--- src/hw/rtl/positional_array_list_assert.svh ---
// assertion macros for the positional array list
// no dependencies; included by positional_array_list, which checks itself
`ifndef POSITIONAL_ARRAY_LIST_ASSERT_SVH
`define POSITIONAL_ARRAY_LIST_ASSERT_SVH

`ifndef SYNTH
`define PAL_ASSERT(lbl, clk, rst_n, prop) \
    lbl: assert property (@(posedge clk) disable iff (!rst_n) prop) \
        else $error("positional_array_list assertion failed");
`define PAL_ASSERT_RST(lbl, clk, prop) \
    lbl: assert property (@(posedge clk) prop) \
        else $error("positional_array_list reset assertion failed");
`else
`define PAL_ASSERT(lbl, clk, rst_n, prop)
`define PAL_ASSERT_RST(lbl, clk, prop)
`endif

`endif

--- src/hw/rtl/pal_pkg.sv ---
// shared types and constants for the positional array list
// no dependencies; imported by pal_cell and positional_array_list
package pal_pkg;

    localparam int CAPACITY = 16;
    localparam int IDX_W    = $clog2(CAPACITY);
    localparam int COUNT_W  = $clog2(CAPACITY + 1);
    localparam int POS_W    = 8;
    localparam int VAL_W    = 32;
    localparam int FOUND_W  = 6;
    localparam int ECOUNT_W = 7;

    typedef enum logic [2:0] {
        CMD_CLEAR  = 3'd0,
        CMD_INSERT = 3'd1,
        CMD_DELETE = 3'd2,
        CMD_SEARCH = 3'd3,
        CMD_READ   = 3'd4
    } t_cmd;

    typedef enum logic [1:0] {
        ST_OK        = 2'd0,
        ST_BAD_POS   = 2'd1,
        ST_FULL      = 2'd2,
        ST_NOT_FOUND = 2'd3
    } t_status;

    typedef struct packed {
        logic               ins;
        logic               del;
        logic [POS_W-1:0]   pos;
        logic [COUNT_W-1:0] count;
        logic [VAL_W-1:0]   value;
    } t_cell_ctl;

endpackage

--- src/hw/rtl/pal_cell.sv ---
// one list slot: holds an entry, shifts with its neighbors, compares for search
// depends on pal_pkg
module pal_cell
    import pal_pkg::*;
(
    input  logic             i_clk,
    input  t_cell_ctl        i_ctl,
    input  logic [IDX_W-1:0] i_index,
    input  logic [VAL_W-1:0] i_left,
    input  logic [VAL_W-1:0] i_right,
    output logic [VAL_W-1:0] o_entry,
    output logic             o_match
);

    logic [VAL_W-1:0] r_entry;
    logic [VAL_W-1:0] n_entry;
    logic [POS_W-1:0] w_idx_pos;

    assign w_idx_pos = POS_W'(i_index);

    always_comb begin
        n_entry = r_entry;
        if (i_ctl.ins) begin
            if (w_idx_pos == i_ctl.pos) begin
                n_entry = i_ctl.value;
            end else if (w_idx_pos > i_ctl.pos) begin
                n_entry = i_left;
            end
        end else if (i_ctl.del && (w_idx_pos >= i_ctl.pos)) begin
            n_entry = i_right;
        end
    end

    always_ff @(posedge i_clk) begin
        r_entry <= n_entry;
    end

    assign o_entry = r_entry;
    assign o_match = (COUNT_W'(i_index) < i_ctl.count) && (r_entry == i_ctl.value);

endmodule

--- src/hw/rtl/positional_array_list.sv ---
// positional array list: ordered list of signed words in a chain of cells
// the result word is registered and valid in the cycle after the command word is accepted
// throughput: one command per cycle while the output is not stalled; every cell shifts and compares in that cycle
// reset clears the entry count and the output valid; slot contents stay unknown
// depends on pal_pkg, pal_cell and positional_array_list_assert.svh
`include "positional_array_list_assert.svh"
module positional_array_list
    import pal_pkg::*;
(
    input  logic                       i_clk,
    input  logic                       i_rst_n,
    input  logic                       i_valid,
    output logic                       o_stall,
    input  logic [2:0]                 i_cmd,
    input  logic [POS_W-1:0]           i_position,
    input  logic signed [VAL_W-1:0]    i_item_value,
    output logic                       o_valid,
    input  logic                       i_stall,
    output logic [1:0]                 o_status,
    output logic [FOUND_W-1:0]         o_found_index,
    output logic signed [VAL_W-1:0]    o_read_value,
    output logic [ECOUNT_W-1:0]        o_entry_count
);

    logic [COUNT_W-1:0]  r_count;
    logic [COUNT_W-1:0]  n_count;
    logic                r_out_valid;
    t_status             r_status;
    logic [FOUND_W-1:0]  r_found;
    logic [VAL_W-1:0]    r_read;
    logic [ECOUNT_W-1:0] r_ecount;

    logic                w_accept;
    logic                w_ins_ok;
    logic                w_del_ok;
    t_status             w_status;
    logic [IDX_W-1:0]    w_found;
    logic [VAL_W-1:0]    w_read;
    logic                w_hit;
    logic [IDX_W-1:0]    w_first;
    t_cell_ctl           w_ctl;
    logic [VAL_W-1:0]    w_entry [CAPACITY];
    logic [CAPACITY-1:0] w_match;

    assign o_stall  = r_out_valid & i_stall;
    assign w_accept = i_valid & ~o_stall;

    assign w_ctl.ins   = w_accept & w_ins_ok;
    assign w_ctl.del   = w_accept & w_del_ok;
    assign w_ctl.pos   = i_position;
    assign w_ctl.count = r_count;
    assign w_ctl.value = i_item_value;

    // cell chain
    genvar g;
    generate
        for (g = 0; g < CAPACITY; g++) begin : g_cell
            logic [VAL_W-1:0] w_left;
            logic [VAL_W-1:0] w_right;
            if (g == 0) begin : g_first
                assign w_left = '0;
            end else begin : g_mid_l
                assign w_left = w_entry[g-1];
            end
            if (g == CAPACITY - 1) begin : g_last
                assign w_right = '0;
            end else begin : g_mid_r
                assign w_right = w_entry[g+1];
            end
            pal_cell u_cell (
                .i_clk   (i_clk),
                .i_ctl   (w_ctl),
                .i_index (IDX_W'(g)),
                .i_left  (w_left),
                .i_right (w_right),
                .o_entry (w_entry[g]),
                .o_match (w_match[g])
            );
        end
    endgenerate

    // first match wins
    always_comb begin
        w_hit   = 1'b0;
        w_first = '0;
        for (int k = CAPACITY - 1; k >= 0; k--) begin
            if (w_match[k]) begin
                w_hit   = 1'b1;
                w_first = IDX_W'(k);
            end
        end
    end

    always_comb begin
        n_count  = r_count;
        w_status = ST_OK;
        w_found  = '0;
        w_read   = '0;
        w_ins_ok = 1'b0;
        w_del_ok = 1'b0;
        case (t_cmd'(i_cmd))
            CMD_CLEAR: begin
                n_count = '0;
            end
            CMD_INSERT: begin
                if (i_position > POS_W'(r_count)) begin
                    w_status = ST_BAD_POS;
                end else if (r_count >= COUNT_W'(CAPACITY)) begin
                    w_status = ST_FULL;
                end else begin
                    w_ins_ok = 1'b1;
                    n_count  = r_count + 1'b1;
                end
            end
            CMD_DELETE: begin
                if (i_position >= POS_W'(r_count)) begin
                    w_status = ST_BAD_POS;
                end else begin
                    w_del_ok = 1'b1;
                    n_count  = r_count - 1'b1;
                end
            end
            CMD_SEARCH: begin
                if (w_hit) begin
                    w_found = w_first;
                end else begin
                    w_status = ST_NOT_FOUND;
                end
            end
            CMD_READ: begin
                if (i_position >= POS_W'(r_count)) begin
                    w_status = ST_BAD_POS;
                end else begin
                    w_read = w_entry[i_position[IDX_W-1:0]];
                end
            end
            default: begin
                w_status = ST_BAD_POS;
            end
        endcase
    end

    always_ff @(posedge i_clk) begin
        if (!i_rst_n) begin
            r_count     <= '0;
            r_out_valid <= 1'b0;
        end else begin
            if (w_accept) begin
                r_count     <= n_count;
                r_out_valid <= 1'b1;
            end else if (!i_stall) begin
                r_out_valid <= 1'b0;
            end
        end
    end

    always_ff @(posedge i_clk) begin
        if (w_accept) begin
            r_status <= w_status;
            r_found  <= FOUND_W'(w_found);
            r_read   <= w_read;
            r_ecount <= ECOUNT_W'(n_count);
        end
    end

    assign o_valid       = r_out_valid;
    assign o_status      = r_status;
    assign o_found_index = r_found;
    assign o_read_value  = r_read;
    assign o_entry_count = r_ecount;

    `PAL_ASSERT(a_count_in_range, i_clk, i_rst_n, r_count <= COUNT_W'(CAPACITY))
    `PAL_ASSERT(a_insert_grows, i_clk, i_rst_n, w_ctl.ins |=> r_count == $past(r_count) + 1'b1)
    `PAL_ASSERT(a_delete_shrinks, i_clk, i_rst_n, w_ctl.del |=> r_count == $past(r_count) - 1'b1)
    `PAL_ASSERT(a_count_matches_out, i_clk, i_rst_n, w_accept |=> o_entry_count == ECOUNT_W'(r_count))
    `PAL_ASSERT_RST(a_reset_empty, i_clk, !i_rst_n |=> !o_valid && r_count == '0)

endmodule
--- config.mk ---
export PLATFORM = sky130hd
export DESIGN_NAME = positional_array_list
export DESIGN_NICKNAME = d
export VERILOG_FILES = /design/src/hw/rtl/pal_pkg.sv /design/src/hw/rtl/pal_cell.sv /design/src/hw/rtl/positional_array_list.sv
export VERILOG_INCLUDE_DIRS = /design/src /design/src/hw/rtl
export SDC_FILE = /design/constraint.sdc
export NUM_CORES = 2
export LEC_CHECK = 0
export BUFFER_PORTS_ARGS = -buffer_cell sky130_fd_sc_hd__buf_4
export CAP_MARGIN = 20
export CORE_MARGIN = 1.5
export CORE_UTILIZATION = 55
export DETAILED_ROUTE_END_ITERATION = 6
export HOLD_SLACK_MARGIN = 0.1
export PLACE_DENSITY = 0.84
export SETUP_SLACK_MARGIN = 0.4
export SLEW_MARGIN = 10
export SYNTH_ARGS = -nofsm -noshare
export SYNTH_HDL_FRONTEND = slang
export SYNTH_SLANG_ARGS = --single-unit
export TNS_END_PERCENT = 20
--- constraint.sdc ---
create_clock -name i_clk -period 6.6 [get_ports i_clk]
set_clock_uncertainty 0.1 [all_clocks]
set_input_delay 0.99 -clock i_clk [delete_from_list [all_inputs] [get_ports i_clk]]
set_output_delay 0.99 -clock i_clk [all_outputs]
set_load 0.01 [all_outputs]
==> impl_metrics.csv <==
group,metric,value,unit
critical_path,rr_endpoint,"g_cell[7].u_cell.o_entry[18]$_DFFE_PP_",
clocking,cts_hold_buf,0,
global_route,grt_first_pass_wirelength,185.5,mm
worst_hold_path,hold_depth,2,
worst_hold_path,min_path_type,"input pin to register",
critical_path,cp_num_cells,13,
pwr,cellPowerDensity,195.8,mW/mm^2
timing,rsz0062_at_grt,"no",
critical_path,crit_fanout,32,
floorplanning,die-area,0.07126,sq mm
timing,timing.slew.headroom,0.2450,
placement,place.gp.congestion,1.030,
synth,synth_cell_types,70,
clocking,clk_latency,660,ps
synth,synth-seq-cells,561,
clocking,numCtsBuffers,59,
finish,nets,3418,
global_route,use_met1,0.4745,
critical_path,cp-end-kind,"register",
drt,vias,30060,
worst_hold_path,hp-start,"i_valid",
synth,netlist.area_leader.share,0.4350,
critical_path,crit_buf_inv,2,
finish,instances_no_fill,4342,
synth,ys_warn_count,0,
timing,tightest_slew,1129,ps
drt,routed_wl,126.5,mm
critical_path,cp_common_cell,"o21a_1",
drt,routedWlPerCell,29.14,um
floorplanning,io_pins,96,
timing,finalCritPeriodShare,0.7309,
clocking,clkSinkCount,561,
placement,place_area,0.03903,sq mm
clocking,cts-resized-gates,0,
flow_run,cap_violations,0,
global_route,grt_overflow,0,
timing,fin_tns_setup,0,ps
clocking,path_clk_slew,60,ps
synth,synth_top_area_cell,"edfxtp_1",
finish,layout_common_cells,"nand2_1 (563), edfxtp_1 (555), o21ai_0 (423)",
drt,viasPerCell,6.923,
critical_path,path_cells,"inv_1 > ha_1 > nor2b_1 > o21a_1 > o21a_1 > o21ai_2 > nand3_1 > nor2_1 > a22oi_1 > nor3_2 > nand2_1 > buf_4 > nor2_4",
critical_path,cp_slowest_cell,"nor2_4",
global_route,busiest_layer,"met2",
timing,layout_setup_ws,1776,ps
floorplanning,start_util,0.5567,
critical_path,worst_r2r_startpoint,"r_count[1]$_SDFFE_PN0P_",
global_route,gr-usage-met2,0.5102,
critical_path,cp.required,6770,ps
drt,ant_nets,0,
floorplanning,placement_rows,96,
finish,final_common_cell,"nand2_1",
clocking,h-tree-depth,2,
critical_path,arrival,4990,ps
floorplanning,core,0.06883,sq mm
pwr,peakVddDrop,0.2084,mV
global_route,grt_max_degree,266,
placement,post-place-ws,1540,ps
clocking,post_cts_buffers,0,
critical_path,crit_family,"simple AND/OR/NAND/NOR gates",
placement,place_inst,4230,
placement,dp_hpwl,87.58,mm
clocking,cts_tree,"yes",
clocking,clock_path_buffers,3,
critical_path,rr_worst_depth,13,
global_route,antenna_found_initial,6,
status,status,"complete, no violations",
synth,synth-edff-count,555,
synth,ys.flop_type,"edfxtp_1",
synth,netlist_instances,3508,
timing,drv_slew,0,
global_route,grtUsageTotal,0.3511,
timing,finalHoldViolCount,0,
critical_path,ff2ff_setup_slack,1780,ps
global_route,grtUsageMet3,0.1068,
finish,diodes,0,
timing,fmax,0.2073,GHz
placement,io_buffers,91,
floorplanning,die_h,266.9,um
drt,dr.pass1.iters,6,
worst_hold_path,holdPathEnd,"o_valid$_SDFFE_PN0P_",
synth,synthesis.area,0.03832,sq mm
finish,area_delta_synth_final,6.959,%
floorplanning,dieWidth,266.9,um
synth,yosys-top-cells-area,"edfxtp_1 (43%), mux2i_1 (11%), mux4_2 (9.4%)",
synth,avgSynthCellArea,10.92,sq um
timing,finalCriticalPeriod,4824,ps
critical_path,path_class,"register to register",
drt,drc,0,
finish,drive_gt1_frac,0.1293,
critical_path,cp-start-kind,"register",
clocking,cts-root-buf,"clkbuf_16",
timing,setup-violations-final,0,
drt,first_iter_violations,5686,
synth,synthArstFlopShare,0,
finish,design_area,0.04098,sq mm
synth,yosysSeqAreaShare,0.4381,
critical_path,max_stage_delay,760,ps
pwr,p_leak,0.01533,uW
global_route,grt_pass1_vias,27810,
==> Yosys cell counts, types with 3 or more instances <==
cell	count
nor2_1	55
o21ai_1	7
nor2b_1	37
clkbuf_1	182
inv_1	15
xnor2_1	273
or3_1	6
or2_2	3
nand4_1	75
a31oi_1	37
nor3_2	4
nand2_1	565
nor4_2	3
nand2b_1	3
a22o_1	32
xor2_1	239
nor4_1	66
and2_1	3
ha_1	9
o21a_1	3
buf_4	38
buf_1	27
a21oi_1	49
a211o_1	3
o21ai_0	423
dfxtp_1	6
nand4b_1	3
buf_2	80
or4_1	4
mux2i_1	416
nor4_4	4
nor3_1	24
edfxtp_1	555
mux4_2	160
nand3_1	32
buf_6	27
==> registers in the layout (all words and copies together) (netlist names) <==
| name | flops |
|---|---|
| g_cell.u_cell.o_entry | 512 |
| o_entry_count | 5 |
| o_found_index | 4 |
| o_read_value | 32 |
| o_status | 2 |
| o_valid | 1 |
| r_count | 5 |
==> layout make-up <==
cell class	instances	area [sq um]
Fill cell	5374	27840
Inverter	17	63.81
Clock buffer	71	1543
Tap cell	931	1165
Clock inverter	39	362.8
Timing Repair Buffer	145	1160
Multi-Input combinational cell	2578	19900
Sequential cell	561	16790
==> worst max path at each step <==
stage / to / slack [ps] / start
6_report: g_cell[7].u_cell.o_entry[18]$_DFFE_PP_ / 1780 / r_count[1]$_SDFFE_PN0P_
5_1_grt: g_cell[7].u_cell.o_entry[18]$_DFFE_PP_ / 1480 / r_count[1]$_SDFFE_PN0P_
4_1_cts: g_cell[7].u_cell.o_entry[18]$_DFFE_PP_ / 1890 / r_count[1]$_SDFFE_PN0P_
3_5_place_dp: g_cell[1].u_cell.o_entry[10]$_DFFE_PP_ / 1540 / i_position[0]
3_3_place_gp: g_cell[3].u_cell.o_entry[2]$_DFFE_PP_ / 1630 / i_position[0]
2_1_floorplan: g_cell[0].u_cell.o_entry[0]$_DFFE_PP_ / 180 / i_position[0]
==> through the flow <==
step                  util  power (uW)  hold WS, ps
global route        0.5955        8143        458.9
global placement    0.5669        4646        456.9
floorplan                -        4435        455.1
detailed placement  0.5671        4651        477.7
finish              0.5955        8025        459.8
CTS                 0.5948        7971        450.1
==> per-layer routing <==
| layer | up-vias | share of wire |
|---|---|---|
| met4 | 10 | 0.064 |
| met3 | 382 | 0.15 |
| li1 | 12490 | - |
| met2 | 2664 | 0.43 |
| met5 | - | 0.00052 |
| met1 | 14510 | 0.36 |
==> kinds of logic (layout without fill, tap and decap cells) <==
kind of cell	Yosys count	count (layout)	share of synthesized area
multiplexers	576	576	0.2027
other	1	4	0.00009787
adder cells (fa/ha/maj)	10	10	0.003200
XOR/XNOR	512	512	0.1170
buffers and inverters	372	272	0.04836
AND/OR/NAND/NOR	899	899	0.1080
AO/OA/AOI/OAI	577	577	0.08255
flip-flops	561	561	0.4381
==> report_power, final <==
group          internal [uW]  switching, uW
clock network           1900           1510
registers               3870           7.60
logic                    259            479
Note: power is estimated with default switching activity, not from simulation.
